--- src/design/ncc_ram.sv ---
`default_nettype none
module ncc_ram #(
  parameter int Width = 8,
  parameter int Depth = 16
) (
  input  wire logic                     clk,
  input  wire logic                     we,
  input  wire logic [$clog2(Depth)-1:0] waddr,
  input  wire logic [Width-1:0]         wdata,
  input  wire logic [$clog2(Depth)-1:0] raddr,
  output      logic [Width-1:0]         rdata
);
  logic [Width-1:0] mem [Depth];

  always_ff @(posedge clk) begin
    if (we) begin
      mem[waddr] <= wdata;
    end
    rdata <= mem[raddr];
  end
endmodule
`default_nettype wire

--- config.mk ---
export PLATFORM = sky130hd
export DESIGN_NAME = ncc_ram
export DESIGN_NICKNAME = d
export VERILOG_FILES = /design/src/design/ncc_ram.sv
export SDC_FILE = /design/constraint.sdc
export NUM_CORES = 1
export LEC_CHECK = 0
export BUFFER_PORTS_ARGS = -buffer_cell sky130_fd_sc_hd__clkbuf_2
export CELL_PAD_IN_SITES_DETAIL_PLACEMENT = 0
export CELL_PAD_IN_SITES_GLOBAL_PLACEMENT = 1
export CORE_MARGIN = 1.5
export CORE_UTILIZATION = 49
export DETAILED_ROUTE_END_ITERATION = 8
export PLACE_DENSITY = 0.71
export SYNTH_ARGS = -nofsm -noshare
export SYNTH_HDL_FRONTEND = slang
export SYNTH_SLANG_ARGS = --single-unit
--- constraint.sdc ---
create_clock -name clk -period 4.4 [get_ports clk]
set_clock_uncertainty 0.15 [all_clocks]
set_input_delay 0.66 -clock clk [delete_from_list [all_inputs] [get_ports clk]]
set_output_delay 0.66 -clock clk [all_outputs]
set_load 0.005 [all_outputs]
==> flow_summary_export.csv <==
group,metric,value,unit
critical_path,r2r_cells,3,
cts,numCtsBuffers,17,
timing,period_minus_slack,2.26,ns
pwr,power_density,510,mW/mm²
synth,ys_ff_latch,136,
routing,vias_per_cell,5.65,
cts,clock-sinks,136,
cts,clk_latency,0.52,ns
place,portBuffers,25,
cts,cts-hold-fix-buffers,0,
place,place_area,0.00539,mm²
cts,clk_path_buf_depth,2,
final_layout,regArea,0.00400,mm²
critical_path,cp.required,4.66,ns
routing,drtIter0Drc,110,
global_route,grt_pass1_wl,14300,µm
pwr,comb_power_share,4.0,%
final_layout,multiInputGateArea,0.00107,mm²
run,maxCapViolCount,0,
pwr,clkPwrFrac,48.5,%
critical_path,critPathMaxFanout,17,
critical_path,crit_chain,"clkbuf_2 > buf_4 > mux4_1 > a22oi_1 > nand2_1",
routing,vias,2343,
final_layout,antenna_cells,0,
final_layout,layout_common_cells,"edfxtp_1 (128), clkbuf_2 (25), mux4_2 (18)",
synth,synth_area,0.00515,mm²
routing,drt-pass1-iter-count,4,
final_layout,drive_gt1_share,28.7,%
synth,synth_cell_types,19,
final_layout,final.fill_count,759,
critical_path,cp.arrival,2.52,ns
cts,root_buffer,"clkbuf_8",
pwr,power_leakage,2.02,nW
timing,tightest_slew,1.04,ns
critical_path,crit_cells,5,
timing,hold_viol_final,0,
final_layout,design_area,0.00602,mm²
place,dp_cells,383,
place,place_hpwl,5920,µm
routing,met2_length,4730,µm
die,die-area,0.0111,mm²
routing,wl_per_cell,22.2,µm
global_route,antenna_found_initial,0,
timing,holdWs,0.397,ns
die,core_area,0.0103,mm²
timing,slew_violations,0,
global_route,grt_pass1_vias,2417,
pwr,ir_drop,233,µV
die,die_width,105,µm
critical_path,path_buf_inv,2,
final_layout,fin_cells,415,
synth,ys_warn_count,0,
pwr,swShare,19.0,%
place,gp_congestion,0.732,
timing,clock.fmax,0.443,GHz
routing,drt-met1-wl,3920,µm
global_route,grtUsageTotal,18.6,%
synth,postSynthAreaPerCell,22.5,µm²
synth,synth_fp_nets,247,
cts,cts_resized,0,
critical_path,critPathKind,"in2reg",
synth,ys_seq_area_share,77.8,%
critical_path,max_stage_delay,0.59,ns
pwr,power.internal,2.49,mW
die,rows,37,
routing,wl_met3,453,µm
routing,drt_wl_total,9230,µm
timing,relSlewSlack,30.7,%
timing,rsz0062_at_grt,"no",
global_route,grt_max_degree,33,
status,status,"finished, final reports clean",
timing,setup_viol,0,
worst_hold_path,hp-class,"in2reg",
timing,fin_crit_sh,51.3,%
die,fp.dieH,105,µm
critical_path,worstSetupStartpointType,"input pin",
routing,ant_nets,0,
die,ios,26,
final_layout,final_util,58.6,%
critical_path,crit_path_end_kind,"flip-flop",
critical_path,crit_family,"buffers and inverters",
die,start_util,50.1,%
critical_path,reg2reg_slack,2.86,ns
global_route,grt.overflow.total,0,
pwr,pwr-share-seq,47.4,%
routing,top_layer,"met4",
final_layout,areaGrowthSynthToFinish,17.0,%
cts,post_cts_buffers,0,
final_layout,nets,284,
synth,syn_inst,229,
critical_path,critical_path.slowest_cell,"mux4_1",
cts,clkSlewWorstSetupHoldPaths,0.06,ns
cts,htreeDepth,4,
timing,setup_tns,0,ns
pwr,p_sw,0.584,mW
worst_hold_path,holdPathStages,1,
routing,drc,0,
final_layout,final_common_cell,"edfxtp_1",
cts,cts_tree,"done",
-- flip-flops by register name, indices dropped and copies added (netlist names) --
signal and flops:
rdata 8, mem 128
-- cell families (layout without fill, tap and decap cells) --
group           Yosys count  count (layout)  share of synthesized area, %
compound gates           16              16                          2.33
buf+inv                  10              60                          1.68
simple gates             35              35                          3.18
mux                      32              32                          15.0
flops                   136             136                          77.8
-- synthesized netlist by cell type --
cell type,instances,area share [%]
edfxtp_1,128,75
mux4_2,18,7.9
a22oi_1,16,2.3
mux4_1,14,7.1
nor2_1,13,0.95
nand2_1,9,0.66
dfxtp_1,8,3.1
nor3_1,4,0.39
buf_2,3,0.29
buf_6,3,0.66
clkdlybuf4s25_2,3,0.58
nand2b_1,2,0.24
nand3b_1,2,0.29
and2_1,1,0.12
and2b_1,1,0.15
buf_4,1,0.15
nand3_1,1,0.097
nor2b_1,1,0.12
or3b_2,1,0.17
-- power groups by stage --
stage               Sequential (mW)  Combinational (mW)  Clock (mW)
CTS                            1.46               0.127        1.50
global placement               1.48               0.125           0
detailed placement             1.48               0.126           0
global route                   1.46               0.135        1.56
finish                         1.46               0.123        1.49
floorplan                      1.48              0.0735           0
-- layer usage --
metal  GRT usage [%]  vias to the layer above
li1                -                     1047
met1            25.1                     1222
met2            29.0                       66
met3            4.89                        8
met4            8.11                        0
met5               0                        -
-- per-stage QoR --
stage,worst slack [ns],power [mW]
6_report,2.14,3.07
5_1_grt,2.01,3.16
4_1_cts,2.08,3.09
3_5_place_dp,1.55,1.61
3_3_place_gp,1.53,1.61
2_1_floorplan,2.10,1.56
-- path summary, 6_finish.rpt --
kind,start,end
worst max-delay path,raddr[0],rdata[0]$_DFF_P_
worst min-delay path,wdata[3],mem[15][3]$_DFFE_PP_
worst min register to register,mem[12][3]$_DFFE_PP_,rdata[3]$_DFF_P_
worst max register to register,mem[2][2]$_DFFE_PP_,rdata[2]$_DFF_P_
-- cell type report --
type	instances	area share (%)
Multi-Input combinational cell	83	17.7
Clock inverter	13	3.35
Timing Repair Buffer	28	2.45
Tap cell	136	2.83
Clock buffer	19	7.17
Sequential cell	136	66.5
-- worst reg2reg max path, cell delays in order, from the launching register on --
cell and delay, ns:
edfxtp_1 0.37, mux4_1 0.51, a22oi_1 0.28, nand2_1 0.11
No activity file was read; power rests on OpenSTA's default activity.
