## src/design/ncc_pkg.sv

```systemverilog
`default_nettype none
package ncc_pkg;

  localparam int MaxBeadsDef  = 256;
  localparam int MaxPairsDef  = 1024;
  localparam int PairSetsDef  = 4;
  localparam int CoordBitsDef = 20;

  localparam int InCoordW  = 20;
  localparam int BeadW     = 8;
  localparam int SetW      = 2;
  localparam int SlotW     = 10;
  localparam int NativeW   = 42;
  localparam int CountW    = 11;
  localparam int CfgIdxW   = 3;
  localparam int CfgDataW  = 11;
  localparam int ActiveW   = 9;
  localparam logic [CountW-1:0] CountMax = 11'd2047;

  // operation codes
  typedef enum logic [1:0] {
    OP_BEAD  = 2'd0,
    OP_PAIR  = 2'd1,
    OP_COUNT = 2'd2,
    OP_NONE  = 2'd3
  } op_t;

  // register indexes
  localparam logic [CfgIdxW-1:0] REG_ACTIVE = 3'd0;
  localparam logic [CfgIdxW-1:0] REG_LEN0   = 3'd1;
  localparam logic [CfgIdxW-1:0] REG_LEN3   = 3'd4;

  // count job handed from front to back
  typedef struct packed {
    logic [SetW-1:0] set;
    logic            set_ok;
  } job_t;

endpackage
`default_nettype wire

```

## src/design/ncc_front.sv

```systemverilog
`default_nettype none
// Front: decodes commands, does store writes, queues count jobs.
module ncc_front #(
  parameter int MaxBeads  = ncc_pkg::MaxBeadsDef,
  parameter int MaxPairs  = ncc_pkg::MaxPairsDef,
  parameter int PairSets  = ncc_pkg::PairSetsDef
) (
  input  wire logic                       clk,
  input  wire logic                       rst_n,
  input  wire logic                       start,
  output      logic                       busy,
  input  wire logic [1:0]                 in_operation,
  input  wire logic [ncc_pkg::BeadW-1:0]  in_bead_index,
  input  wire logic [ncc_pkg::SetW-1:0]   in_pair_set,
  input  wire logic [ncc_pkg::SlotW-1:0]  in_pair_slot,
  output      logic                       bead_we,
  output      logic [$clog2(MaxBeads)-1:0] bead_waddr,
  output      logic                       pair_we,
  output      logic [$clog2(PairSets*MaxPairs)-1:0] pair_waddr,
  output      logic                       job_valid,
  output      ncc_pkg::job_t              job,
  input  wire logic                       job_take,
  input  wire logic                       back_busy
);
  import ncc_pkg::*;
  localparam int PairAw = $clog2(PairSets*MaxPairs);
  localparam int SlotAw = (MaxPairs > 1) ? $clog2(MaxPairs) : 1;

  logic acc;
  op_t  op;
  logic q_full_r, q_full_nxt;
  job_t q_r, q_nxt;

  assign acc = start && !busy;
  assign op  = op_t'(in_operation);
  // a queued count or one being walked holds further commands off, so the
  // stores stay as they were when the count was accepted
  assign busy      = q_full_r || back_busy;
  assign job_valid = q_full_r;
  assign job       = q_r;

  // store write decode
  always_comb begin
    bead_we    = acc && (op == OP_BEAD) && (32'(in_bead_index) < MaxBeads);
    bead_waddr = $clog2(MaxBeads)'(in_bead_index);
    pair_we    = acc && (op == OP_PAIR) && (32'(in_pair_set) < PairSets)
                 && (32'(in_pair_slot) < MaxPairs);
    pair_waddr = PairAw'(32'(in_pair_set) * MaxPairs + 32'(SlotAw'(in_pair_slot)));
  end

  // job queue
  always_comb begin
    q_full_nxt = q_full_r;
    q_nxt      = q_r;
    if (job_take) begin
      q_full_nxt = 1'b0;
    end
    if (acc && op == OP_COUNT) begin
      q_full_nxt = 1'b1;
      q_nxt.set    = in_pair_set;
      q_nxt.set_ok = 32'(in_pair_set) < PairSets;
    end
  end

  always_ff @(posedge clk) begin
    if (!rst_n) begin
      q_full_r <= 1'b0;
    end else begin
      q_full_r <= q_full_nxt;
    end
    q_r <= q_nxt;
  end
endmodule
`default_nettype wire

```

## config.mk

```make
export PLATFORM = sky130hd
export DESIGN_NAME = ncc_front
export DESIGN_NICKNAME = d
export VERILOG_FILES = /design/src/design/ncc_pkg.sv /design/src/design/ncc_front.sv
export SDC_FILE = /design/constraint.sdc
export NUM_CORES = 1
export LEC_CHECK = 0
export BUFFER_PORTS_ARGS = -buffer_cell sky130_fd_sc_hd__buf_2
export CAP_MARGIN = 5
export CORE_UTILIZATION = 23
export DETAILED_ROUTE_END_ITERATION = 12
export PLACE_DENSITY = 0.73
export SKIP_CTS_REPAIR_TIMING = 1
export SLEW_MARGIN = 20
export SYNTH_ARGS = -nofsm -noshare
export SYNTH_HDL_FRONTEND = slang
export SYNTH_SLANG_ARGS = --single-unit
export TNS_END_PERCENT = 10
```

## constraint.sdc

```tcl
create_clock -name clk -period 1.5 [get_ports clk]
set_clock_uncertainty 0.2 [all_clocks]
set_input_delay 0.15 -clock clk [delete_from_list [all_inputs] [get_ports clk]]
set_output_delay 0.15 -clock clk [all_outputs]
set_load 0.02 [all_outputs]
```

==> run summary <==
The logs give -115 ps for the setup slack after layout and 619 MHz for the maximum clock frequency. The die boundary width was 38.7 um; the peak fanout along the critical path was 4. The stage delay of the slowest cell on the critical path works out to 400 ps. The synthesized net count is 60, and the area of the core is 1170 sq um. The tools report the total routing resource utilization after global routing as 5.64%. The post-route minimum period is 1620 ps.

The tools report the share of the yosys chip area belonging to registers as 25.9%. The tools report the routability-driven placement congestion ratio as 0.522. The worst hold-check path type is in2reg. The final clock period utilization by the worst path was 108%; the peak ir drop on the vdd network was 0.000134 V. The logs give 1490 sq um for the die area and 26.4% for the initial core utilization. Row generation in the floorplan step produced 12 rows. Number of buffers inserted during clock tree synthesis: 3.

The signal on the critical path passes through or3b_4, nor3b_2, buf_4. Clock latency of the later-clocked register in the worst-skew pair: 230 ps. For the maximum clock insertion buffer count, the log shows 2.

Leaving out fill and tap cells, the most frequent cell in the layout is sky130_fd_sc_hd__buf_2. Counting every sink on the clock net gives 3. The required time of the worst setup path is 1150 ps, and the number of setup violations in the final report is 2. Clock-pin slew was measured on the worst setup and hold paths at 40 ps. With fillers left out, the area of the finished cells amounts to 334 sq um.

The count of pins over their slew limit is 0, and the overall overflow remaining after global route is 0. The power density over the cells was 850 nW/um^2. The tools report the number of remaining DRC errors as 0. The run gives 0 as the max capacitance violation total.

The number of global-route vias before repair came out at 142. The type of origin of the critical path is a flop. The H-tree level count came out at 1. The run gives 0 as the initial antenna violation count.

The detail route stage leaves a number of antenna-violating nets equal to 0. The post-synthesis instance area was 309 sq um. Final routed wirelength across all metal layers: 507 um. The number of antenna diodes in the final layout is 0.

The net count of the finished layout is 65. The kind of critical path is reg2out. Yosys printed 0 warnings. In this run the count of I/O pins placed on the die edge is 54. STA classifies the critical path endpoint as an output port.

Leaving out fill and tap cells, the most frequent cells in the layout are sky130_fd_sc_hd__buf_2, sky130_fd_sc_hd__dlygate4sd3_1, sky130_fd_sc_hd__clkbuf_4, sky130_fd_sc_hd__buf_4. The count of buffers added on input and output ports is 16. The first-pass GRT wire length is 524 um.

In this run the vertical extent of the chip is 38.7 um. Routed via count: 190. Number of buffer and inverter instances along the worst setup path: 1. Starting DRC count in detailed routing: 2. The kind of cell with the highest combined delay along the critical path is simple AND/OR/NAND/NOR gates. Using the TritonRoute via totals, the vias-per-cell ratio works out to 3.73. Relative to the synthesized area, the layout overhead comes to 8.10%. The tools report the setup TNS as -205 ps.

In this run the cell area measured after placement is 262 sq um. The wire length per cell after detailed routing works out to 9.94 um. Dividing the synthesized area by the synthesized cell count gives 9.37 sq um. TritonCTS built the clock tree.

In the synthesized netlist, the number of instances is 33. The checks that failed: setup timing. Setup repair after global routing could not meet its margin everywhere. The layout cell share with drive strength beyond 1 is 67.6%, and the critical path data arrival time is 1270 ps. After synthesis, the netlist uses 10 different library cells. Number of hold violations in the final report: 0.

Number of flip-flops and latches in the synthesized netlist: 3. Entering global routing, the biggest net connects 5 pins. The slowest stage of the critical path is the sky130_fd_sc_hd__or3b_4 cell. For this design the static power due to leakage is 0.152 nW.

The HPWL after detailed placement is 351 um. The run finished, with violations left. The clock root buffer master was sky130_fd_sc_hd__clkbuf_4.

The first TritonRoute pass finished after 2 iterations.
final timing paths:
check	start	to	slack, ps	cells past startpoint
setup reg to reg	job_valid	job[2]	30	2
setup / recovery	job_valid	pair_we	-120	3
hold / removal	in_operation[1]	job_valid	30	3
hold reg to reg	job_valid	job_valid	380	2
registers in the layout, summed over array words and instances, names as in the netlist:
signal	flops
job_valid	1
job	2
power by group:
part           switching, mW  internal, mW
combinational         0.0265        0.0273
clock                 0.0394        0.0995
sequential          0.000499        0.0906
total                 0.0664         0.217
layout make-up:
type                       count  area (sq um)
fill                         134           837
timing repair buffer          21           133
clock buffer                   4          26.3
sequential                     3          81.3
multi-input combinational      9          76.3
tap                           14          17.5
cells by family (layout without fill, tap and decap cells):
family | Yosys count | count (layout) | synth area share [%]
other cells | 1 | 1 | 1.21
simple gates | 7 | 7 | 20.2
compound gates | 1 | 1 | 1.62
flops | 3 | 3 | 25.9
buf+inv | 21 | 25 | 51.0
stage by stage:
stage                     total power [mW]  utilization (%)  hold WS (ps)  std cells  worst slack, ps
after floorplan                      0.191                -          48.9         33            -45.4
after global placement               0.137             22.3           100         43             49.5
after detailed placement             0.137             22.3           100         43             21.5
after CTS                            0.282             24.6         -93.0         47             -171
after global routing                 0.301             28.5          32.7         51             -164
final                                0.284             28.5          25.4         51             -115
worst register-to-register path: stages (launching register included):
cell                      delay, ps
sky130_fd_sc_hd__dfxtp_2        310
sky130_fd_sc_hd__or3b_4         400
sky130_fd_sc_hd__nor3b_2        250
cell usage after synthesis:
library cell	n	area, sq um
sky130_fd_sc_hd__nor3b_2	2	25.0
sky130_fd_sc_hd__o21ai_1	1	5.00
sky130_fd_sc_hd__edfxtp_1	2	60.1
sky130_fd_sc_hd__or3b_4	1	11.3
sky130_fd_sc_hd__nand3b_1	2	15.0
sky130_fd_sc_hd__dfxtp_1	1	20.0
sky130_fd_sc_hd__buf_4	21	158
sky130_fd_sc_hd__or2_1	1	6.26
sky130_fd_sc_hd__nor3_1	1	5.00
sky130_fd_sc_hd__conb_1	1	3.75
layer usage:
layer  vias up  wire, um  global-route usage, %
met4         0         0                   9.48
met5         -         0                      0
met2        18       233                   8.33
met1        80       179                   3.86
li1         92         -                      -
met3         0        95                   2.89
Note: power is estimated with default switching activity, not from simulation.
