<file path="src/design/ncc_pkg.sv">
`default_nettype none
package ncc_pkg;

  localparam int MaxBeadsDef  = 256;
  localparam int MaxPairsDef  = 1024;
  localparam int PairSetsDef  = 4;
  localparam int CoordBitsDef = 20;

  localparam int InCoordW  = 20;
  localparam int BeadW     = 8;
  localparam int SetW      = 2;
  localparam int SlotW     = 10;
  localparam int NativeW   = 42;
  localparam int CountW    = 11;
  localparam int CfgIdxW   = 3;
  localparam int CfgDataW  = 11;
  localparam int ActiveW   = 9;
  localparam logic [CountW-1:0] CountMax = 11'd2047;

  // operation codes
  typedef enum logic [1:0] {
    OP_BEAD  = 2'd0,
    OP_PAIR  = 2'd1,
    OP_COUNT = 2'd2,
    OP_NONE  = 2'd3
  } op_t;

  // register indexes
  localparam logic [CfgIdxW-1:0] REG_ACTIVE = 3'd0;
  localparam logic [CfgIdxW-1:0] REG_LEN0   = 3'd1;
  localparam logic [CfgIdxW-1:0] REG_LEN3   = 3'd4;

  // count job handed from front to back
  typedef struct packed {
    logic [SetW-1:0] set;
    logic            set_ok;
  } job_t;

endpackage
`default_nettype wire

</file>
<file path="src/design/ncc_back.sv">
`default_nettype none
// Back: walks one pair list through a read pipeline and counts contacts.
module ncc_back #(
  parameter int MaxBeads  = ncc_pkg::MaxBeadsDef,
  parameter int MaxPairs  = ncc_pkg::MaxPairsDef,
  parameter int PairSets  = ncc_pkg::PairSetsDef,
  parameter int CoordBits = ncc_pkg::CoordBitsDef
) (
  input  wire logic                        clk,
  input  wire logic                        rst_n,
  input  wire logic                        job_valid,
  input  wire ncc_pkg::job_t               job,
  output      logic                        job_take,
  output      logic                        back_busy,
  input  wire logic [ncc_pkg::ActiveW-1:0] active_beads,
  input  wire logic [ncc_pkg::CountW-1:0]  list_len,
  output      logic [ncc_pkg::SetW-1:0]    len_sel,
  output      logic [$clog2(PairSets*MaxPairs)-1:0] pair_raddr,
  input  wire logic [2*ncc_pkg::BeadW+ncc_pkg::NativeW-1:0] pair_rdata,
  output      logic [$clog2(MaxBeads)-1:0] bead_raddr,
  input  wire logic [3*CoordBits-1:0]      bead_rdata,
  output      logic                        out_strobe,
  output      logic [ncc_pkg::CountW-1:0]  out_contact_count
);
  import ncc_pkg::*;
  localparam int PairAw = $clog2(PairSets*MaxPairs);
  localparam int BeadAw = $clog2(MaxBeads);
  localparam int DiffW  = CoordBits + 1;
  localparam int SqW    = 2*DiffW;
  localparam int SumW   = SqW + 2;
  localparam int LhsW   = SumW + 5;
  localparam int RhsW   = NativeW + 6;
  localparam int CmpW   = (LhsW > RhsW) ? LhsW : RhsW;
  localparam int IdxW   = $clog2(MaxPairs + 1);

  // Per pair: pair read, bead i read, bead j read, diff, squares, sum,
  // compare, accumulate.
  typedef enum logic [1:0] {S_IDLE, S_WALK, S_DRAIN, S_DONE} state_t;
  state_t state_r;

  logic [IdxW-1:0] n_r, m_r;
  logic [1:0]      ph_r;        // phase within a pair: 0 pair, 1 pair word, 2 bead i, 3 bead j
  logic [SetW-1:0] set_r;
  logic [BeadW-1:0] pi_r, pj_r;
  logic [NativeW-1:0] nat_r;
  logic            skip_r;
  logic [3*CoordBits-1:0] ci_r;
  logic            jp_r;        // bead j word on rdata this cycle
  logic            e_v_r, s_v_r, c_v_r;
  logic signed [DiffW-1:0] dx_r, dy_r, dz_r;
  logic [NativeW-1:0] nat2_r, nat3_r;
  logic [SqW-1:0]  sx_r, sy_r, sz_r;
  logic [SumW-1:0] d2_r;
  logic            hit_r;
  logic [CountW-1:0] cnt_r;
  logic [3:0]      drain_r;

  logic [IdxW-1:0] nlim;
  logic [BeadW-1:0] rf, rs;
  logic bad;

  assign len_sel  = job.set;
  assign nlim     = (32'(list_len) > MaxPairs) ? IdxW'(MaxPairs) : IdxW'(list_len);
  assign job_take = (state_r == S_IDLE) && job_valid;
  assign back_busy = (state_r != S_IDLE);
  assign pair_raddr = PairAw'(32'(set_r) * MaxPairs + 32'(m_r));
  assign bead_raddr = (ph_r == 2'd2) ? BeadAw'(pi_r) : BeadAw'(pj_r);
  assign rf = pair_rdata[2*BeadW+NativeW-1 -: BeadW];
  assign rs = pair_rdata[BeadW+NativeW-1 -: BeadW];
  assign bad = (9'(rf) >= active_beads) || (9'(rs) >= active_beads)
               || (32'(rf) >= MaxBeads) || (32'(rs) >= MaxBeads);

  function automatic logic signed [DiffW-1:0] cdiff(input logic [CoordBits-1:0] a,
                                                   input logic [CoordBits-1:0] b);
    cdiff = DiffW'($signed(a)) - DiffW'($signed(b));
  endfunction

  function automatic logic [SqW-1:0] sq(input logic signed [DiffW-1:0] d);
    logic [DiffW-1:0] u;
    u  = d[DiffW-1] ? DiffW'(-d) : DiffW'(d);
    sq = SqW'(u) * SqW'(u);
  endfunction

  always_ff @(posedge clk) begin
    if (!rst_n) begin
      state_r    <= S_IDLE;
      ph_r       <= 2'd0;
      jp_r       <= 1'b0;
      e_v_r      <= 1'b0;
      s_v_r      <= 1'b0;
      c_v_r      <= 1'b0;
      hit_r      <= 1'b0;
      cnt_r      <= '0;
      out_strobe <= 1'b0;
      out_contact_count <= '0;
    end else begin
      out_strobe <= (state_r == S_DONE);
      jp_r <= (state_r == S_WALK) && (ph_r == 2'd3);
      // difference stage: in phase 0 after a pair, bead j data is on rdata
      e_v_r <= jp_r && !skip_r;
      if (jp_r) begin
        dx_r <= cdiff(ci_r[3*CoordBits-1 -: CoordBits],
                      bead_rdata[3*CoordBits-1 -: CoordBits]);
        dy_r <= cdiff(ci_r[2*CoordBits-1 -: CoordBits],
                      bead_rdata[2*CoordBits-1 -: CoordBits]);
        dz_r <= cdiff(ci_r[CoordBits-1:0], bead_rdata[CoordBits-1:0]);
      end
      // square stage
      s_v_r <= e_v_r;
      sx_r <= sq(dx_r); sy_r <= sq(dy_r); sz_r <= sq(dz_r);
      nat2_r <= nat_r;
      // sum stage
      c_v_r <= s_v_r;
      d2_r  <= SumW'(sx_r) + SumW'(sy_r) + SumW'(sz_r);
      nat3_r <= nat2_r;
      // compare stage: 25*d2 <= 36*native by shifts and adds
      hit_r <= c_v_r && ((CmpW'(d2_r) << 4) + (CmpW'(d2_r) << 3) + CmpW'(d2_r)
                         <= (CmpW'(nat3_r) << 5) + (CmpW'(nat3_r) << 2));
      // accumulate
      if (hit_r && cnt_r != CountMax) begin
        cnt_r <= cnt_r + 1'b1;
      end
      unique case (state_r)
        S_IDLE: begin
          if (job_valid) begin
            set_r <= job.set;
            n_r   <= job.set_ok ? nlim : '0;
            m_r   <= '0;
            ph_r  <= 2'd0;
            cnt_r <= '0;
            state_r <= S_WALK;
          end
        end
        S_WALK: begin
          unique case (ph_r)
            2'd0: begin
              if (m_r == n_r) begin
                drain_r <= 4'd0;
                state_r <= S_DRAIN;
              end else begin
                ph_r <= 2'd1;
              end
            end
            2'd1: begin
              // pair word valid now
              pi_r   <= rf;
              pj_r   <= rs;
              nat_r  <= pair_rdata[NativeW-1:0];
              skip_r <= bad;
              ph_r   <= 2'd2;
            end
            2'd2: begin
              // bead i addressed
              ph_r <= 2'd3;
            end
            default: begin
              // bead i data valid; bead j addressed now, arrives next cycle
              ci_r <= bead_rdata;
              ph_r <= 2'd0;
              m_r  <= m_r + 1'b1;
            end
          endcase
        end
        S_DRAIN: begin
          drain_r <= drain_r + 1'b1;
          if (drain_r == 4'd6) begin
            state_r <= S_DONE;
          end
        end
        default: begin
          out_contact_count <= cnt_r;
          state_r <= S_IDLE;
        end
      endcase
    end
  end
endmodule
`default_nettype wire

</file>
<file path="config.mk">
export PLATFORM = sky130hd
export DESIGN_NAME = ncc_back
export DESIGN_NICKNAME = d
export VERILOG_FILES = /design/src/design/ncc_pkg.sv /design/src/design/ncc_back.sv
export SDC_FILE = /design/constraint.sdc
export NUM_CORES = 2
export LEC_CHECK = 0
export ABC_AREA = 1
export BUFFER_PORTS_ARGS = -buffer_cell sky130_fd_sc_hd__buf_2
export CORE_ASPECT_RATIO = 1.2
export CORE_MARGIN = 2
export CORE_UTILIZATION = 60
export DETAILED_ROUTE_END_ITERATION = 8
export GPL_ROUTABILITY_DRIVEN = 0
export GPL_TIMING_DRIVEN = 1
export PLACE_DENSITY = 0.77
export SETUP_SLACK_MARGIN = 0.4
export SYNTH_ARGS = -nofsm -noshare
export SYNTH_HDL_FRONTEND = slang
export SYNTH_SLANG_ARGS = --single-unit
export TNS_END_PERCENT = 50
</file>
<file path="constraint.sdc">
create_clock -name clk -period 14 [get_ports clk]
set_input_delay 2.1 -clock clk [delete_from_list [all_inputs] [get_ports clk]]
set_output_delay 2.1 -clock clk [all_outputs]
set_load 0.05 [all_outputs]
</file>
==> results.json <==
{
  "hold_viol": 0,
  "grt_overflow": 0,
  "ir_drop_mv": 0.244,
  "yosysUniqueCellTypes": 66,
  "drtIter0Drc": 4257,
  "worstSkewPairLatency_ns": 0.68,
  "clockBufferDepth": 3,
  "drt-pass1-iter-count": 6,
  "vias": 54000,
  "grt_pass1_vias": 56300,
  "boundaryPins": 180,
  "final.setup.tns_ns": 0,
  "root_buffer": "clkbuf_16",
  "period_share": 0.652,
  "synth_most_common_cell": "inv_1",
  "die_area_um2": 119000,
  "netlist_top_cells_area": "fa_1 (29%), edfxtp_1 (20%), ha_1 (13%), inv_1 (10%), nand2_1 (6.6%)",
  "fin_ws_ns": 4.88,
  "io_buffers": 179,
  "synthCells": 7954,
  "num_rows": 137,
  "min_period_ns": 9.12,
  "clk_pin_slew_worst_paths_ns": 0.06,
  "grt_max_degree": 74,
  "area_growth_pct": 6.60,
  "end_kind": "flop",
  "holdBufCountCts": 0,
  "synth.avg_cell_area_um2": 8.78,
  "rsz0062_at_grt": "false",
  "clock_skew_ns": 0.0642,
  "clock-sinks": 493,
  "cp_slowest_cell": "nand2_1",
  "fp.dieW_um": 315,
  "cts_resized": 0,
  "post_cts_buffers": 0,
  "yosysTopAreaCellShare": 0.293,
  "post-place-ws_ns": 5.04,
  "wirelength_um": 177000,
  "layout.nets": 10000,
  "cp.required_ns": 14.38,
  "slew_headroom": 0.227,
  "dieHeight_um": 378,
  "cpLargestDelayFamily": "adder cells",
  "yosysWarnings": 0,
  "place_hpwl_um": 146000,
  "core_um2": 116000,
  "grt_first_pass_wirelength_um": 284000,
  "htreeDepth": 2,
  "path_buf_inv": 9,
  "yosysSeqAreaShare": 0.207,
  "final-max-slew-violation-count": 0,
  "synth_flop_cell": "edfxtp_1",
  "power-per-cell-area_nw_per_um2": 189,
  "startpoint_type": "flop",
  "synth_area_um2": 69900,
  "clock.fmax_mhz": 110,
  "drive_gt1_frac": 0.0520,
  "critPathMaxFanout": 18,
  "cts_tree": "built",
  "hold_path.class": "flop to flop",
  "synth_edf_count": 461,
  "synthArstFlopShare": 0,
  "track_usage": 0.302,
  "worstPathArrival_ns": 9.50,
  "detail-route-antenna-nets": 0,
  "synth_seq_cells": 493,
  "drv_cap": 0,
  "antenna_found_initial": 15,
  "wl_per_cell_um": 18.1,
  "crit_type": "flop to flop",
  "cts_buffers": 55,
  "drc": 0,
  "synth_common_cells": "inv_1 (1,942), nand2_1 (1,233), fa_1 (1,022)",
  "slowest_delay_ns": 0.63,
  "p_leak_nw": 38.0,
  "status": "finished, final reports clean",
  "setup_viol": 0,
  "start_util": 0.603,
  "crit_top_cell": "inv_1",
  "tightest_slew_ns": 1.15,
  "routed_via_density": 5.53,
  "synth_area_leader_cell": "fa_1"
}
==> per-layer routing <==
layer | up-vias | global-route usage | wire, um
met3 | 614 | 0.0423 | 12600
met5 | - | 0 | 0
li1 | 25100 | - | -
met1 | 26100 | 0.367 | 66300
met2 | 2255 | 0.523 | 86900
met4 | 0 | 0.157 | 10900
==> cell type report <==
class	count	area (um^2)
tap	1529	1910
antenna	17	42.5
inverter	1985	7450
fill	9458	41400
timing repair buffer	202	1080
sequential	493	14500
multi-input combinational	5427	47600
clock buffer	69	1500
clock inverter	34	400
==> final timing paths <==
| check | startpoint | endpoint | slack (ns) | cells past startpoint |
|---|---|---|---|---|
| min reg2reg | nat_r[6]$_DFFE_PP_ | nat2_r[6]$_DFFE_PP_ | 0.41 | 0 |
| max | dy_r[0]$_DFFE_PP_ | sy_r[33]$_DFFE_PP_ | 4.88 | 33 |
| min | nat_r[6]$_DFFE_PP_ | nat2_r[6]$_DFFE_PP_ | 0.41 | 0 |
| max reg2reg | dy_r[0]$_DFFE_PP_ | sy_r[33]$_DFFE_PP_ | 4.88 | 33 |
==> cell families after synthesis <==
kind of cell | count (synthesis) | share of synthesized area
simple gates | 2420 | 0.144
buf+inv | 2083 | 0.114
fa+ha+maj | 1735 | 0.421
compound gates | 889 | 0.0718
flops | 493 | 0.207
xor+xnor | 324 | 0.0409
mux | 8 | 0.00129
other cells | 2 | 0.000108
==> cell usage in the layout, fill, tap and decap left out, types with 13 or more instances in the layout <==
| master | count |
|---|---|
| ha_1 | 713 |
| nor4_1 | 32 |
| o21ai_0 | 250 |
| clkbuf_16 | 55 |
| nor3_1 | 39 |
| buf_2 | 178 |
| a21oi_1 | 372 |
| inv_2 | 33 |
| xnor2_1 | 110 |
| nor2_1 | 748 |
| nand2_1 | 1233 |
| fa_1 | 1022 |
| o21a_1 | 14 |
| edfxtp_1 | 461 |
| a21o_1 | 58 |
| inv_1 | 1941 |
| diode_2 | 17 |
| a31oi_1 | 80 |
| xor2_1 | 210 |
| or2_2 | 15 |
| buf_4 | 23 |
| nand2_2 | 19 |
| o21bai_1 | 43 |
| dfxtp_1 | 32 |
| nor2_2 | 25 |
| clkinv_1 | 18 |
| nand3_1 | 203 |
| conb_1 | 51 |
| and3_1 | 13 |
| nand4_1 | 46 |
| o211ai_1 | 17 |
==> state kept, by name, summed over array words and instances (netlist names), 4 cells and up <==
| signal | count |
|---|---|
| cnt_r | 11 |
| nat3_r | 42 |
| dy_r | 21 |
| pj_r | 8 |
| n_r | 11 |
| out_contact_count | 11 |
| sy_r | 41 |
| d2_r | 44 |
| ci_r | 60 |
| nat_r | 42 |
| drain_r | 4 |
| dx_r | 21 |
| dz_r | 21 |
| m_r | 11 |
| pi_r | 8 |
| sz_r | 41 |
| sx_r | 41 |
| nat2_r | 42 |
==> worst reg2reg max path, delay by kind of cell (launching register included) <==
| family | cells | cell delay, ns |
|---|---|---|
| AOI/OAI and AO/OA | 1 | 0.33 |
| and+or+nand+nor | 13 | 2.52 |
| xor gates and xnor gates | 1 | 0.15 |
| adders and majority gates | 9 | 4.13 |
| buffers and inverters | 9 | 1.21 |
| DFF | 1 | 0.52 |
==> report_power, final <==
part	total [mW]	switching (mW)	leakage, nW	internal, mW
sequential	2.43	0.280	4.62	2.15
combinational	10.1	6.53	32.5	3.57
clock	1.51	0.647	0.914	0.862
total	14.1	7.46	38.0	6.59
==> per-stage QoR <==
| step | util | instance area [um^2] | hold slack, ns | instances | power, mW |
|---|---|---|---|---|---|
| floorplan | - | 70000 | 0.384 | 8003 | 9.50 |
| global placement | 0.626 | 72500 | 0.402 | 9636 | 12.0 |
| detailed placement | 0.626 | 72500 | 0.405 | 9636 | 12.3 |
| CTS | 0.642 | 74400 | 0.404 | 9739 | 13.9 |
| global route | 0.643 | 74500 | 0.413 | 9754 | 15.3 |
| finish | 0.643 | 74500 | 0.412 | 9756 | 14.1 |
Power figures use the tool's default switching activity.
